### config.mk
export PLATFORM = sky130hd
export DESIGN_NAME = ime_queue
export DESIGN_NICKNAME = d
export VERILOG_FILES = /design/src/rtl/ime_pkg.sv /design/src/rtl/ime_queue.sv
export SDC_FILE = /design/constraint.sdc
export NUM_CORES = 1
export LEC_CHECK = 0
export CORE_MARGIN = 5
export CORE_UTILIZATION = 57
export DETAILED_ROUTE_END_ITERATION = 10
export DONT_BUFFER_PORTS = 1
export HOLD_SLACK_MARGIN = 0.12
export PLACE_DENSITY = 0.72
export SYNTH_ARGS = -nofsm -noshare
export SYNTH_HDL_FRONTEND = slang
export SYNTH_SLANG_ARGS = --single-unit
### constraint.sdc
create_clock -name clk -period 1.39 [get_ports clk]
set_input_delay 0.0695 -clock clk [delete_from_list [all_inputs] [get_ports clk]]
set_output_delay 0.0695 -clock clk [all_outputs]
set_load 0.02 [all_outputs]
### src/rtl/ime_pkg.sv
// ----------------------------------------------------------------------------
// ime_pkg
// Shared widths, register indexes and reset constants of the Ising engine.
// ----------------------------------------------------------------------------
package ime_pkg;

    localparam int SITE_W      = 12;
    localparam int FRAC_W      = 32;
    localparam int MAG_W       = 14;
    localparam int BOND_W      = 15;
    localparam int CFG_INDEX_W = 2;

    // Reciprocal for the site / SIDE split: quotient = (site * RECIP) >> RECIP_SHIFT
    localparam int RECIP_SHIFT = 24;
    localparam int RECIP_W     = 23;

    localparam int QUEUE_DEPTH = 2;

    localparam logic [FRAC_W-1:0] THR_LOW_RESET  = 32'd736940000;
    localparam logic [FRAC_W-1:0] THR_HIGH_RESET = 32'd126440000;

    typedef enum logic [CFG_INDEX_W-1:0] {
        CFG_THR_LOW  = 2'd0,
        CFG_THR_HIGH = 2'd1,
        CFG_COUPLING = 2'd2
    } cfg_index_t;

    // Width of one decoded request between the front end and the back end
    function automatic int work_width(input int side);
        return 3 + FRAC_W + 2 * $clog2(side);
    endfunction

endpackage

### src/rtl/ime_queue.sv
// ----------------------------------------------------------------------------
// ime_queue
// Short FIFO between the decode front end and the lattice back end.
// ----------------------------------------------------------------------------
module ime_queue import ime_pkg::*; #(
    parameter int WIDTH = 8
) (
    input  logic             clk,
    input  logic             rst_n,
    input  logic             push,
    input  logic [WIDTH-1:0] push_data,
    input  logic             pop,
    output logic [WIDTH-1:0] pop_data,
    output logic             full,
    output logic             empty
);

    localparam int PTR_W = (QUEUE_DEPTH > 1) ? $clog2(QUEUE_DEPTH) : 1;
    localparam int CNT_W = $clog2(QUEUE_DEPTH + 1);

    logic [WIDTH-1:0] entry_reg [QUEUE_DEPTH];
    logic [PTR_W-1:0] wr_ptr_reg;
    logic [PTR_W-1:0] rd_ptr_reg;
    logic [CNT_W-1:0] count_reg;

    function automatic logic [PTR_W-1:0] ptr_inc(input logic [PTR_W-1:0] p);
        return (p == PTR_W'(QUEUE_DEPTH - 1)) ? '0 : p + PTR_W'(1);
    endfunction

    assign full     = count_reg == CNT_W'(QUEUE_DEPTH);
    assign empty    = count_reg == '0;
    assign pop_data = entry_reg[rd_ptr_reg];

    always_ff @(posedge clk or negedge rst_n)
    begin
        if (!rst_n)
        begin
            wr_ptr_reg <= '0;
            rd_ptr_reg <= '0;
            count_reg  <= '0;
        end
        else
        begin
            if (push)
            begin
                wr_ptr_reg <= ptr_inc(wr_ptr_reg);
            end
            if (pop)
            begin
                rd_ptr_reg <= ptr_inc(rd_ptr_reg);
            end
            if (push && !pop)
            begin
                count_reg <= count_reg + CNT_W'(1);
            end
            else if (pop && !push)
            begin
                count_reg <= count_reg - CNT_W'(1);
            end
        end
    end

    always_ff @(posedge clk)
    begin
        if (push)
        begin
            entry_reg[wr_ptr_reg] <= push_data;
        end
    end

endmodule

==> key figures <==
Setup path
  • R2r setup slk: 0.28 ns
  • Reg-to-reg endpoint: entry_reg[1][2]
  • Crit path from: rd_ptr_reg
  • Worst Path Arrival: 1.21 ns
  • Worst reg2reg path depth: 1
  • CP top delay family: flip-flops
  • RR Startpoint: wr_ptr_reg
  • CP cell instances: mux2_2
  • Critical path class: reg -> out
  • Worst Setup Start Kind: register
  • CP Capture Point: pop_data[2]
  • Critical Path Stages: 1
  • Worst path required time: 1.32 ns
  • Largest stage delay on the critical path: 0.50 ns
  • Buf/Inv on CP: 0
  • Worst Setup End Kind: output port
  • CP max FO: 9
  • Max stage delay cell, worst path: dfrtp_2

Yosys
  • Top cells by area, synth: edfxtp_1 62%, dfrtp_1 13%, mux2_2 12%
  • Post-Syn Instances: 41
  • Yosys reg bits: 20
  • Yosys cell types: 12
  • YS warnings: 0
  • Post-Syn Nets: 54
  • Most used DFF post-synth: edfxtp_1
  • Cell area after synthesis: 770.7 sq um
  • Synth top area share: 62.34%
  • Ys async rst share: 20.00%
  • Post-synth EDFFs: 16
  • Dominant cell type by area after synthesis: edfxtp_1
  • Synth top cells by count: 16 x edfxtp_1, 8 x mux2_2, 4 x dfrtp_1, 4 x xor2_1, 2 x nor2_1
  • Register area share after synthesis: 75.32%
  • Most frequent cell after synthesis: edfxtp_1
  • Avg Inst Size Synth: 18.80 sq um

CTS
  • Clock Latency Late Sink: 0.28 ns
  • Clk root buf: clkbuf_4
  • H-tree Lvls: 1
  • Worst-case clock buffer depth: 2
  • Clock transition at path regs: 0.10 ns
  • CTS tree: built
  • CTS sink cnt: 20
  • Total CTS buffers: 3
  • Setup Buffers After CTS: 0

Die
  • Core area: 1285 sq um
  • Die W: 46.77 um
  • Vert. Die Dim: 46.77 um
  • Site Rows: 13
  • Initial Utilization: 59.98%
  • Die footprint: 2187 sq um
  • # IOs: 22

STA
  • RSZ-0062 raised after global routing: no
  • Slew @ Worst Pin: 0.3907 ns
  • Final Hold Viols: 0
  • Fin crit share: 91.81%
  • Final Critical Period: 1.276 ns
  • Final Setup Violations: 0
  • Max-slew violations: 0
  • Fmax: 783.6 MHz
  • Skew final: 0.002775 ns
  • Max-slew headroom: 73.86%
  • Setup tns final: 0 ns

Power
  • Total leakage power: 0.3508 nW
  • Worst vdd ir: 0.9337 mV
  • Final Power: 1.723 mW
  • PD cells: 1831 nW/um^2

Hold path
  • Hold crit path type: in -> reg

Placement
  • Placed Cells incl. Taps: 57
  • Cell Area, Placed: 793.3 sq um
  • GP Congestion: 0.7854
  • # port buffers: 0

Run status
  • Status: finished clean

Layout
  • Non-Filler Instances: 73
  • ANT cells: 0
  • Nets: 72
  • Layout cells sized above 1: 25.86%
  • Max reg flops: 16
  • Core Util, Final: 73.22%
  • Area Growth Syn to Fin: 22.08%
  • Design area: 940.9 sq um
  • Filler cell count: 82

Global routing
  • Largest net degree at the start of global routing: 12
  • First-pass GRT wire length: 1835 um
  • Vias in the first global route: 411
  • GR Overflow Total: 0
  • Initial antenna violation count: 0
  • Total global-route track usage: 12.72%

Route
  • Top layer in use: met3
  • Drt wl/cell: 16.45 um
  • Drt initial violations: 6
  • Routed wl met2: 707 um
  • WL final: 1201 um
  • Routed met3 length: 106 um
  • DR pass1 iterations: 2
  • Routed vias: 367
  • Vias per inst: 5.027
  • Final ANT Viol Nets: 0
  • DRC viols: 0
  • Met1 WL: 387 um

Flow run
  • Total of max-cap violations: 0
-- stage by stage --
| stage | setup WS [ns] | hold WS [ns] |
|---|---|---|
| 6_report | 0.1138 | 0.1881 |
| 5_1_grt | 0.05500 | 0.1976 |
| 4_1_cts | 0.09996 | 0.1768 |
| 3_5_place_dp | 0.2814 | -0.2260 |
| 3_3_place_gp | 0.3412 | -0.2260 |
| 2_1_floorplan | 0.2283 | -0.2261 |
-- cells in the final DEF (no fill, tap or decap) --
cell type	n
inv_1	1
buf_4	2
and2_1	1
dfrtp_2	1
clkbuf_4	3
nor2b_1	1
dfrtp_1	3
edfxtp_1	16
mux2_2	8
ha_1	1
nor2_1	2
xnor2_1	1
and2b_2	1
dlygate4sd3_1	12
clkinv_1	1
xor2_1	4
-- what timing repair did --
action,in CTS,in global routing
endpoints found under the setup margin,8,0
hold endpoints to repair,23,0
hold buffers,12,0
gates resized for setup,1,0
-- worst min path at each step --
stage / start / end / slack, ns / cells after the start
finish: push / entry_reg[0][1] / 0.19 / 2
global route: push / entry_reg[0][7] / 0.20 / 2
detailed placement: rst_n / count_reg[0] / -0.23 / 0
global placement: rst_n / count_reg[1] / -0.23 / 0
CTS: push / entry_reg[0][7] / 0.18 / 2
floorplan: rst_n / count_reg[0] / -0.23 / 0
-- report_power, final --
| group | total, mW | internal [mW] | switching [mW] | leakage (nW) |
|---|---|---|---|---|
| Combinational | 0.530 | 0.218 | 0.311 | 0.140 |
| Sequential | 0.938 | 0.817 | 0.121 | 0.196 |
| Clock | 0.255 | 0.104 | 0.151 | 0.0154 |
| Total | 1.72 | 1.14 | 0.583 | 0.351 |
-- area by class of cell --
type                    count  area (sq um)  share of cell area [%]
clock buffers               3         22.52                   2.394
clock inverters             1         3.754                  0.3989
inverters                   1         3.754                  0.3989
multi-input cells          19         175.2                   18.62
flip-flops and latches     20         581.8                   61.84
well taps                  15         18.77                   1.995
repair buffers             14         135.1                   14.36
-- per-layer routing --
| layer | track usage, % | vias to the layer above |
|---|---|---|
| met1 | 12.02 | 172 |
| met3 | 5.747 | 0 |
| met2 | 24.39 | 13 |
| met4 | 3.315 | 0 |
| met5 | 0 | - |
| li1 | - | 182 |
-- kinds of logic after synthesis --
family | Yosys count | synth area share, %
flip-flops | 20 | 75.33
multiplexers | 8 | 11.69
XOR/XNOR | 5 | 5.682
AND/OR/NAND/NOR | 5 | 3.735
buffers and inverters | 2 | 1.947
adder cells (fa/ha/maj) | 1 | 1.623
No activity file was read; power rests on OpenSTA's default activity.
