### config.mk
export PLATFORM = sky130hd
export DESIGN_NAME = ime_front_flat
export DESIGN_NICKNAME = d
export VERILOG_FILES = /design/src/rtl/ime_pkg.sv /design/src/rtl/ime_if.sv /design/src/rtl/ime_front.sv /design/src/flat_wrapper.sv
export SDC_FILE = /design/constraint.sdc
export NUM_CORES = 1
export LEC_CHECK = 0
export ABC_CLOCK_PERIOD_IN_PS = 5450
export BUFFER_PORTS_ARGS = -buffer_cell sky130_fd_sc_hd__clkbuf_2
export CORE_ASPECT_RATIO = 1.25
export CORE_MARGIN = 5
export CORE_UTILIZATION = 40
export CTS_CLUSTER_SIZE = 10
export DETAILED_ROUTE_END_ITERATION = 12
export GPL_TIMING_DRIVEN = 0
export PLACE_DENSITY = 0.78
export SKIP_LAST_GASP = 1
export SYNTH_ARGS = -nofsm -noshare
export SYNTH_HDL_FRONTEND = slang
export SYNTH_SLANG_ARGS = --single-unit
### constraint.sdc
create_clock -name clk -period 5.45 [get_ports clk]
set_clock_uncertainty 0.2 [all_clocks]
set_input_delay 0 -clock clk [delete_from_list [all_inputs] [get_ports clk]]
set_output_delay 0 -clock clk [all_outputs]
set_load 0.005 [all_outputs]
### src/rtl/ime_pkg.sv
// ----------------------------------------------------------------------------
// ime_pkg
// Shared widths, register indexes and reset constants of the Ising engine.
// ----------------------------------------------------------------------------
package ime_pkg;

    localparam int SITE_W      = 12;
    localparam int FRAC_W      = 32;
    localparam int MAG_W       = 14;
    localparam int BOND_W      = 15;
    localparam int CFG_INDEX_W = 2;

    // Reciprocal for the site / SIDE split: quotient = (site * RECIP) >> RECIP_SHIFT
    localparam int RECIP_SHIFT = 24;
    localparam int RECIP_W     = 23;

    localparam int QUEUE_DEPTH = 2;

    localparam logic [FRAC_W-1:0] THR_LOW_RESET  = 32'd736940000;
    localparam logic [FRAC_W-1:0] THR_HIGH_RESET = 32'd126440000;

    typedef enum logic [CFG_INDEX_W-1:0] {
        CFG_THR_LOW  = 2'd0,
        CFG_THR_HIGH = 2'd1,
        CFG_COUPLING = 2'd2
    } cfg_index_t;

    // Width of one decoded request between the front end and the back end
    function automatic int work_width(input int side);
        return 3 + FRAC_W + 2 * $clog2(side);
    endfunction

endpackage

### src/rtl/ime_if.sv
// ----------------------------------------------------------------------------
// ime_if
// Valid/ready channels of the Ising engine: requests, results, configuration.
// ----------------------------------------------------------------------------
interface ime_item_if import ime_pkg::*; ();
    logic              valid;
    logic              ready;
    logic              op;
    logic [SITE_W-1:0] site;
    logic              spin_value;
    logic [FRAC_W-1:0] random_fraction;

    modport source (output valid, op, site, spin_value, random_fraction, input ready);
    modport sink   (input valid, op, site, spin_value, random_fraction, output ready);
endinterface


### src/rtl/ime_front.sv
// ----------------------------------------------------------------------------
// ime_front
// Accepts requests and splits the site into row and column, flags sites
// outside the lattice, and pushes the decoded request into the queue.
// ----------------------------------------------------------------------------
module ime_front import ime_pkg::*; #(
    parameter int SIDE = 64
) (
    input  logic                        clk,
    input  logic                        rst_n,
    ime_item_if.sink                    items,
    input  logic                        clearing,
    input  logic                        q_full,
    output logic                        push,
    output logic [work_width(SIDE)-1:0] push_data
);

    localparam int ROW_W  = $clog2(SIDE);
    localparam int PROD_W = SITE_W + RECIP_SHIFT;
    localparam logic [RECIP_W-1:0] RECIP = RECIP_W'((1 << RECIP_SHIFT) / SIDE);
    localparam logic [SITE_W:0]    SIDE_X = (SITE_W + 1)'(SIDE);

    typedef struct packed {
        logic              in_range;
        logic              op;
        logic              spin_value;
        logic [FRAC_W-1:0] random_fraction;
        logic [ROW_W-1:0]  row;
        logic [ROW_W-1:0]  col;
    } work_t;

    logic              st_valid_reg;
    logic              st_op_reg;
    logic [SITE_W-1:0] st_site_reg;
    logic              st_spin_reg;
    logic [FRAC_W-1:0] st_frac_reg;
    logic [SITE_W-1:0] st_quot_reg;

    logic [PROD_W-1:0] prod;
    logic [SITE_W-1:0] quot_est;
    logic [SITE_W:0]   back_mul;
    logic [SITE_W:0]   rem;
    logic [SITE_W:0]   rem_fix;
    logic [SITE_W:0]   quot_fix;
    logic              accept;
    work_t             work;

    assign items.ready = !clearing && (!st_valid_reg || !q_full);
    assign accept      = items.valid && items.ready;
    assign push        = st_valid_reg && !q_full;

    // Quotient estimate is exact or one low
    always_comb
    begin
        prod     = PROD_W'(items.site) * PROD_W'(RECIP);
        quot_est = prod[RECIP_SHIFT +: SITE_W];
    end

    always_comb
    begin
        back_mul = (SITE_W + 1)'(st_quot_reg) * SIDE_X;
        rem      = {1'b0, st_site_reg} - back_mul;
        if (rem >= SIDE_X)
        begin
            rem_fix  = rem - SIDE_X;
            quot_fix = {1'b0, st_quot_reg} + (SITE_W + 1)'(1);
        end
        else
        begin
            rem_fix  = rem;
            quot_fix = {1'b0, st_quot_reg};
        end
        work.in_range        = quot_fix < SIDE_X;
        work.op              = st_op_reg;
        work.spin_value      = st_spin_reg;
        work.random_fraction = st_frac_reg;
        work.row             = quot_fix[ROW_W-1:0];
        work.col             = rem_fix[ROW_W-1:0];
        push_data            = work;
    end

    always_ff @(posedge clk or negedge rst_n)
    begin
        if (!rst_n)
        begin
            st_valid_reg <= 1'b0;
        end
        else if (accept)
        begin
            st_valid_reg <= 1'b1;
        end
        else if (push)
        begin
            st_valid_reg <= 1'b0;
        end
    end

    always_ff @(posedge clk)
    begin
        if (accept)
        begin
            st_op_reg   <= items.op;
            st_site_reg <= items.site;
            st_spin_reg <= items.spin_value;
            st_frac_reg <= items.random_fraction;
            st_quot_reg <= quot_est;
        end
    end

endmodule

### src/flat_wrapper.sv
// flat-port wrapper written by rule: the top's interface ports become plain ports
module ime_front_flat import ime_pkg::*;
#(
    parameter int SIDE = 64
)
  (clk, rst_n, clearing, q_full, push, push_data, items_valid, items_op, items_site, items_spin_value, items_random_fraction, items_ready);
  ime_item_if items_i ();
  input  logic clk;
  input  logic rst_n;
  input  logic clearing;
  input  logic q_full;
  output logic push;
  output logic [work_width(SIDE)-1:0] push_data;
  input wire logic [$bits(items_i.valid)-1:0] items_valid;
  input wire logic [$bits(items_i.op)-1:0] items_op;
  input wire logic [$bits(items_i.site)-1:0] items_site;
  input wire logic [$bits(items_i.spin_value)-1:0] items_spin_value;
  input wire logic [$bits(items_i.random_fraction)-1:0] items_random_fraction;
  output wire logic [$bits(items_i.ready)-1:0] items_ready;
  assign items_i.valid = items_valid;
  assign items_i.op = items_op;
  assign items_i.site = items_site;
  assign items_i.spin_value = items_spin_value;
  assign items_i.random_fraction = items_random_fraction;
  assign items_ready = items_i.ready;
  ime_front #(.SIDE(SIDE)) u_core (.clk(clk), .rst_n(rst_n), .items(items_i), .clearing(clearing), .q_full(q_full), .push(push), .push_data(push_data));
endmodule
==> results.sh, run 1 <==
export IMPL_hold_viol_final=0
export IMPL_cts_resized=0
export IMPL_place_congestion=0.716
export IMPL_cts_buffers=5
export IMPL_grt_util_met3=0.0737
export IMPL_worst_pin_slew_ns=0.728
export IMPL_powerDensity_mw_per_mm2=281
export IMPL_syn_cell_area_sq_mm=0.00147
export IMPL_slew_headroom=0.514
export IMPL_drc=0
export IMPL_use_met2=0.326
export IMPL_fin_crit_ns=1.94
export IMPL_yosysWarnings=0
export IMPL_maxSlewViolCount=0
export IMPL_fin_setup_tns_ns=0
export IMPL_grt_max_degree=27
export IMPL_final_cell_count_no_fill=254
export IMPL_irDropWorstVdd_mv=0.208
export IMPL_worst_setup_path_end_kind="flop"
export IMPL_gr_max_usage_layer="met2"
export IMPL_path_max_fanout=2
export IMPL_io_pins=100
export IMPL_drtAntennaViolNets=0
export IMPL_r2r_setup_slack_ns=3.62
export IMPL_regArea_sq_mm=0.00141
export IMPL_whs_path_depth=3
export IMPL_routed_wl_mm=4.51
export IMPL_initialDrtViolationCount=42
export IMPL_r2r_end="u_core.st_frac_reg[2]"
export IMPL_crit_path_start="items_valid"
export IMPL_synth_area_per_cell_sq_um=25.9
export IMPL_clock_root_buffer="clkbuf_8"
export IMPL_fin_crit_sh=0.356
export IMPL_multi_input_area_sq_um=52.6
export IMPL_leakagePower_nw=1.16
export IMPL_antenna_diode_count=0
export IMPL_cts_tree="built"
export IMPL_grt_util_met1=0.202
export IMPL_grt_pass1_wl_mm=6.90
export IMPL_initial_core_util=0.420
export IMPL_crit_arrival_ns=1.91
export IMPL_synth_nets=108
export IMPL_min_path_type="primary input to flop"
export IMPL_die_h_um=77.9
export IMPL_core_area_sq_mm=0.00351
export IMPL_routedWlPerCell_um=17.7
export IMPL_syn_instance_count=57
export IMPL_fill_cells=192
export IMPL_reg2reg_from="u_core.st_valid_reg"
export IMPL_max_freq_mhz=516
export IMPL_cts_sinks=47
export IMPL_largest_reg_flops=32
export IMPL_clock_latency_ns=0.29
export IMPL_whs_ns=0.0251
export IMPL_clock_path_buffers=2
export IMPL_drtPass1Iterations=3
export IMPL_crit_type="primary input to flop"
export IMPL_nNetsFinal=265
export IMPL_status="complete, no violations"
export IMPL_die_w_um=64.3
export IMPL_setup_viol=0
export IMPL_floorplan_die_area_sq_mm=0.00501
export IMPL_place_hpwl_mm=2.46
export IMPL_viasPerCell=4.42
export IMPL_ys_seq_area_frac=0.954
export IMPL_worstPathRequired_ns=5.42
export IMPL_ys_seq_elements=47
export IMPL_maxCapViolations=0
export IMPL_grt_util_all_layers=0.187
export IMPL_row_count=24
export IMPL_cts_htree_levels=2
export IMPL_clk_pin_slew_worst_paths_ns=0.09
export IMPL_vias=1123
export IMPL_io_buffers=98
export IMPL_area_growth_pct=81.1
export IMPL_grt_pass1_vias=1292
export IMPL_ys_types=9
export IMPL_drive_above_1_share=0.516
export IMPL_power_mw=0.750
export IMPL_antenna_found_initial=0
export IMPL_reg2reg_depth=2
export IMPL_dp_cells=195
export IMPL_grt_overflow_total=0
export IMPL_critPathCapture="u_core.st_valid_reg"
export IMPL_worstSetupStartpointType="primary input"
export IMPL_grt_setup_unrepaired="false"
[timing repair]
item / 4_1_cts / 5_1_grt
buffers inserted: 0 / 0
endpoints found under the hold margin: 68 / 0
hold buffers: 51 / 0
[logic make-up after synthesis]
family,share of synthesized area
compound gates,0.00934
simple gates,0.0187
other cells,0.00254
flops,0.954
buf+inv,0.0153
[cell type report]
type / instances / area share
sequential: 47 / 0.527
timing repair buffer: 150 / 0.385
clock buffer: 6 / 0.0272
multi-input combinational: 7 / 0.0197
tap: 39 / 0.0183
clock inverter: 2 / 0.0141
buffer: 3 / 0.00844
[power breakdown]
| group | switching, mW | internal [mW] | total [mW] |
|---|---|---|---|
| Clock | 0.111 | 0.137 | 0.248 |
| Combinational | 0.0306 | 0.0506 | 0.0813 |
| Sequential | 0.00543 | 0.415 | 0.421 |
| Total | 0.147 | 0.603 | 0.750 |
[layout by cell type, fill, tap and decap left out]
| cell | Yosys | layout |
|---|---|---|
| nand2_1 | 2 | 2 |
| a21oi_1 | 1 | 1 |
| nand2b_4 | 1 | 1 |
| clkinvlp_4 | 0 | 1 |
| dlygate4sd3_1 | 0 | 51 |
| clkbuf_2 | 0 | 98 |
| nor2b_1 | 1 | 1 |
| bufinv_16 | 0 | 1 |
| buf_16 | 0 | 1 |
| edfxtp_1 | 46 | 46 |
| clkbuf_1 | 0 | 1 |
| dfrtp_1 | 1 | 1 |
| conb_1 | 1 | 1 |
| a21oi_4 | 0 | 1 |
| buf_4 | 3 | 3 |
| clkbuf_8 | 0 | 5 |
[cells in the mapped netlist]
cell      instances  share of area
a21oi_2           1         0.0059
nand2_1           2         0.0051
nand2b_4          1         0.0093
nor2b_1           1         0.0042
buf_4             3          0.015
conb_1            1         0.0025
a21oi_1           1         0.0034
edfxtp_1         46           0.94
dfrtp_1           1          0.017
[metal layers]
metal	up-vias	routed length, um
met1	521	1640
met3	4	468
met5	-	0
li1	530	-
met2	68	2340
met4	0	55
[through the flow]
| step | util | instance area [sq um] | setup WS (ns) |
|---|---|---|---|
| global placement | 0.573 | 2010 | 2.75 |
| global route | 0.760 | 2670 | 3.51 |
| finish | 0.760 | 2670 | 3.51 |
| floorplan | - | 1470 | 3.07 |
| detailed placement | 0.583 | 2050 | 3.66 |
| CTS | 0.760 | 2670 | 3.59 |
[critical path, stage by stage]
cell and delay [ns]:
dlygate4sd3_1 0.54, clkbuf_2 0.12, nand2b_4 0.07, dlygate4sd3_1 0.55
nand2_1 0.06, dlygate4sd3_1 0.57
[worst min-delay path by stage]
stage | startpoint | slack [ns] | end
finish | clearing | 0.03 | u_core.st_frac_reg[14]
global route | clearing | 0.03 | u_core.st_frac_reg[30]
CTS | clearing | 0.03 | u_core.st_frac_reg[23]
detailed placement | rst_n | -0.42 | u_core.st_valid_reg
global placement | rst_n | -0.43 | u_core.st_valid_reg
floorplan | rst_n | -0.50 | u_core.st_valid_reg
Power figures use the tool's default switching activity.
==> run 2, diff against run 1 <==
ABC_CLOCK_PERIOD_IN_PS = 1900   (was 5450)
clock period = 1.9 ns   (was 5.45 ns; I/O delays follow)
==> results.sh, run 2 (synthesis gave the netlist of run 1 again) <==
export IMPL_place_congestion=0.670
export IMPL_grt_util_all_layers=0.177
export IMPL_fin_crit_ns=1.71
export IMPL_die_h_um=77.9
export IMPL_place_hpwl_mm=2.32
export IMPL_crit_buf_inv=0
export IMPL_fin_crit_sh=0.902
export IMPL_antenna_diode_count=0
export IMPL_floorplan_die_area_sq_mm=0.00501
export IMPL_area_growth_pct=80.1
export IMPL_worst_pin_slew_ns=0.752
export IMPL_p_int_mw=1.72
export IMPL_hold_viol_final=0
export IMPL_cp_top_family="compound AO/OA/AOI/OAI gates"
export IMPL_min_path_type="primary input to output port"
export IMPL_io_buffers=98
export IMPL_final_common_cell="clkbuf_2"
export IMPL_grt_setup_unrepaired="false"
export IMPL_core_area_sq_mm=0.00351
export IMPL_place_ws_ns=-0.221
export IMPL_power_mw=2.12
export IMPL_grt_overflow_total=0
export IMPL_worst_setup_path_end_kind="flop"
export IMPL_drtPass1Iterations=4
export IMPL_final_cell_mix="98 x clkbuf_2, 51 x dlygate4sd3_1, 46 x edfxtp_1"
export IMPL_cts_htree_levels=2
export IMPL_drc=0
export IMPL_stdcell_area_sq_mm=0.00265
export IMPL_initialDrtViolationCount=41
export IMPL_maxCapViolations=0
export IMPL_drtAntennaViolNets=0
export IMPL_seq_power_share=0.569
export IMPL_crit_arrival_ns=1.42
export IMPL_drive_above_1_share=0.512
export IMPL_row_count=24
export IMPL_routedWlPerCell_um=17.4
export IMPL_place_area_sq_mm=0.00202
export IMPL_cp_cell_sequence="a21oi_4"
export IMPL_worstSetupStartpointType="flop"
export IMPL_setup_viol=0
export IMPL_clkPwrFrac=0.324
export IMPL_grt_pass1_wl_mm=6.66
export IMPL_slew_headroom=0.498
export IMPL_largest_reg_flops=32
export IMPL_cpMaxStageDelayCell="a21oi_4"
export IMPL_irDropWorstVdd_mv=0.607
export IMPL_whs_ns=0.0336
export IMPL_leakagePower_nw=1.15
export IMPL_slowest_delay_ns=0.65
export IMPL_r2r_setup_slack_ns=0.19
export IMPL_initial_core_util=0.420
export IMPL_clock_latency_ns=0.28
export IMPL_crit_type="flop to flop"
export IMPL_status="complete, no violations"
export IMPL_nNetsFinal=265
export IMPL_routed_wl_mm=4.42
export IMPL_path_max_fanout=23
export IMPL_vias=1151
export IMPL_clk_pin_slew_worst_paths_ns=0.08
export IMPL_io_pins=100
export IMPL_antenna_found_initial=0
export IMPL_maxSlewViolCount=0
export IMPL_clock_path_buffers=2
export IMPL_fin_ws_ns=0.187
export IMPL_max_freq_mhz=584
export IMPL_cts_buffers=5
export IMPL_die_w_um=64.3
export IMPL_grt_max_degree=24
export IMPL_swShare=0.188
export IMPL_combPwrFrac=0.107
export IMPL_cts_sinks=47
export IMPL_clock_root_buffer="clkbuf_8"
export IMPL_worstPathRequired_ns=1.61
export IMPL_powerDensity_mw_per_mm2=800
export IMPL_cts_tree="built"
export IMPL_viasPerCell=4.53
export IMPL_grt_pass1_vias=1320
export IMPL_power_switching_mw=0.399
## run 2: changes by cell type in the layout (fill, tap and decap cells not counted), sizes merged
cell / previous run / this run
a21oi: 2 / 3
buf: 4 / 3
clkbuf: 104 / 105
clkinvlp: 1 / 0
## run 2: repair_timing
action	in CTS	in global routing
gates resized for setup	1	0
endpoints found under the setup margin	46	0
buffers inserted	0	0
hold buffers	51	0
endpoints found under the hold margin	48	0
## run 2: power by group through the flow
stage               Clock [mW]  Sequential, mW  Combinational (mW)
detailed placement           0            1.23               0.133
finish                   0.688            1.21               0.227
global placement             0            1.23               0.127
CTS                      0.704            1.21               0.220
floorplan                    0            1.23              0.0272
global route             0.759            1.21               0.245
## run 2: layer usage
metal,GRT usage,routed length (um),vias to the layer above
met5,0,0,-
met4,0.0509,65,0
met3,0.0809,425,6
met2,0.327,2460,67
met1,0.174,1470,546
li1,-,-,532
## run 2: worst paths after layout
check / start / depth (start not counted) / to
setup / recovery: u_core.st_valid_reg / 1 / u_core.st_frac_reg[31]
hold / removal: clearing / 3 / items_ready
setup reg to reg: u_core.st_valid_reg / 1 / u_core.st_frac_reg[31]
hold reg to reg: u_core.st_valid_reg / 2 / u_core.st_valid_reg
max in group asynchronous: rst_n / 3 / u_core.st_valid_reg
min in group asynchronous: rst_n / 3 / u_core.st_valid_reg
## run 2: cell type report
type,instances,area [sq um]
multi-input combinational,8,68.8
clock buffer,7,76.3
clock inverter,1,30.0
buffer,3,22.5
sequential,47,1410
fill,211,860
timing repair buffer,149,1000
tap,39,48.8
## run 2: through the flow
stage	std cells	utilization	TNS, ns
6_report	254	0.755	0
2_1_floorplan	57	-	0
4_1_cts	254	0.755	0
3_3_place_gp	194	0.575	-4.72
5_1_grt	254	0.755	0
3_5_place_dp	194	0.575	-10.08
==> run 3, diff against run 2 <==
PLACE_DENSITY = not set   (was 0.78)
PLACE_DENSITY_LB_ADDON = 0.3   (was not set)
SKIP_LAST_GASP = not set   (was 1)
==> results.sh, run 3 (synthesis gave the netlist of run 1 again) <==
export IMPL_area_growth_pct=78.5
export IMPL_clock_path_buffers=2
export IMPL_initialDrtViolationCount=31
export IMPL_whs_path_depth=3
export IMPL_grt_pass1_wl_mm=5.85
export IMPL_leakagePower_nw=1.14
export IMPL_routedWlPerCell_um=15.4
export IMPL_path_max_fanout=23
export IMPL_reg2reg_from="u_core.st_valid_reg"
export IMPL_grt_util_all_layers=0.158
export IMPL_crit_buf_inv=0
export IMPL_cts_sinks=47
export IMPL_drive_above_1_share=0.512
export IMPL_power_switching_mw=0.395
export IMPL_drtAntennaViolNets=0
export IMPL_reg2reg_depth=1
export IMPL_hold_end="items_ready"
export IMPL_dp_cells=194
export IMPL_whs_ns=0.0360
export IMPL_grt_overflow_total=0
export IMPL_crit_type="flop to flop"
export IMPL_drtPass1Iterations=3
export IMPL_hold_viol_final=0
export IMPL_fin_crit_sh=0.893
export IMPL_final_cell_count_no_fill=255
export IMPL_grt_setup_unrepaired="false"
export IMPL_status="complete, no violations"
export IMPL_antenna_found_initial=1
export IMPL_combPwrFrac=0.112
export IMPL_slew_headroom=0.507
export IMPL_fill_cells=239
export IMPL_fin_crit_ns=1.70
export IMPL_row_count=24
export IMPL_cp_top_family="compound AO/OA/AOI/OAI gates"
export IMPL_nNetsFinal=265
export IMPL_cts_htree_levels=2
export IMPL_power_mw=1.98
export IMPL_irDropWorstVdd_mv=0.732
export IMPL_die_h_um=77.9
export IMPL_crit_arrival_ns=1.42
export IMPL_die_w_um=64.3
export IMPL_place_congestion=0.697
export IMPL_stdcell_area_sq_mm=0.00263
export IMPL_max_freq_mhz=589
export IMPL_seq_power_share=0.608
export IMPL_powerDensity_mw_per_mm2=754
export IMPL_final_common_cell="clkbuf_2"
export IMPL_min_delay_start="clearing"
export IMPL_r2r_end="u_core.st_site_reg[9]"
export IMPL_maxCapViolations=0
export IMPL_cts_tree="built"
export IMPL_largest_reg_flops=32
export IMPL_fin_setup_tns_ns=0
export IMPL_worstSetupStartpointType="flop"
export IMPL_cts_setup_buffers=0
export IMPL_slowest_delay_ns=0.64
export IMPL_r2r_setup_slack_ns=0.20
export IMPL_io_pins=100
export IMPL_cp_cell_sequence="a21oi_4"
export IMPL_clock_root_buffer="clkbuf_8"
export IMPL_routed_wl_mm=3.94
export IMPL_viasPerCell=4.39
export IMPL_initial_core_util=0.420
export IMPL_worstPathRequired_ns=1.63
export IMPL_maxSlewViolCount=0
export IMPL_cts_buffers=5
export IMPL_worst_setup_path_end_kind="flop"
export IMPL_floorplan_die_area_sq_mm=0.00501
export IMPL_clock_latency_ns=0.29
export IMPL_cpMaxStageDelayCell="a21oi_4"
export IMPL_core_area_sq_mm=0.00351
export IMPL_clk_pin_slew_worst_paths_ns=0.08
export IMPL_clkPwrFrac=0.280
export IMPL_io_buffers=98
export IMPL_drc=0
export IMPL_grt_max_degree=24
export IMPL_grt_pass1_vias=1181
export IMPL_min_path_type="primary input to output port"
export IMPL_swShare=0.199
export IMPL_setup_viol=0
export IMPL_worst_pin_slew_ns=0.738
export IMPL_final_cell_mix="98 x clkbuf_2, 51 x dlygate4sd3_1, 46 x edfxtp_1"
export IMPL_p_int_mw=1.59
export IMPL_place_area_sq_mm=0.00202
export IMPL_vias=1120
==> run 3: worst max-delay path by stage <==
stage                                    from                     end  slack [ns]  cells past startpoint
after floorplan           u_core.st_valid_reg   u_core.st_frac_reg[0]        0.06                      1
after global placement    u_core.st_valid_reg  u_core.st_frac_reg[15]       -0.14                      1
after detailed placement  u_core.st_valid_reg  u_core.st_frac_reg[16]       -0.23                      1
after CTS                 u_core.st_valid_reg  u_core.st_frac_reg[28]        0.19                      1
after global routing      u_core.st_valid_reg  u_core.st_frac_reg[15]        0.12                      1
final                     u_core.st_valid_reg   u_core.st_site_reg[9]        0.20                      1
==> run 3: layout make-up <==
type,count,area [sq um],area share
flip-flops and latches,47,1410,0.534
repair buffers,149,1000,0.380
clock buffers,7,76.3,0.0290
multi-input cells,8,68.8,0.0262
well taps,39,48.8,0.0185
plain buffers,3,22.5,0.00856
clock inverters,1,5.00,0.00190
diodes,1,2.50,0.000951
==> run 3: metrics by stage <==
| stage | setup slack, ns | utilization |
|---|---|---|
| floorplan | 0.0643 | - |
| global placement | -0.145 | 0.575 |
| detailed placement | -0.229 | 0.575 |
| CTS | 0.188 | 0.748 |
| global route | 0.115 | 0.749 |
| finish | 0.203 | 0.749 |
==> run 3: layer usage <==
metal / share of wire / global-route usage / vias to the layer above
li1: - / - / 531
met1: 0.29 / 0.143 / 529
met2: 0.61 / 0.305 / 49
met3: 0.076 / 0.0607 / 11
met4: 0.023 / 0.0611 / 0
met5: 0 / 0 / -
==> run 3: timing repair <==
action	CTS	global route
hold buffers	51	0
endpoints found under the setup margin	46	0
hold endpoints to repair	48	0
resized for setup	1	0
==> run 3: power by group through the flow <==
stage	Combinational, mW	Sequential (mW)	Clock [mW]
6_report	0.222	1.21	0.555
5_1_grt	0.241	1.21	0.616
4_1_cts	0.222	1.21	0.578
3_5_place_dp	0.134	1.23	0
3_3_place_gp	0.128	1.23	0
2_1_floorplan	0.0272	1.23	0
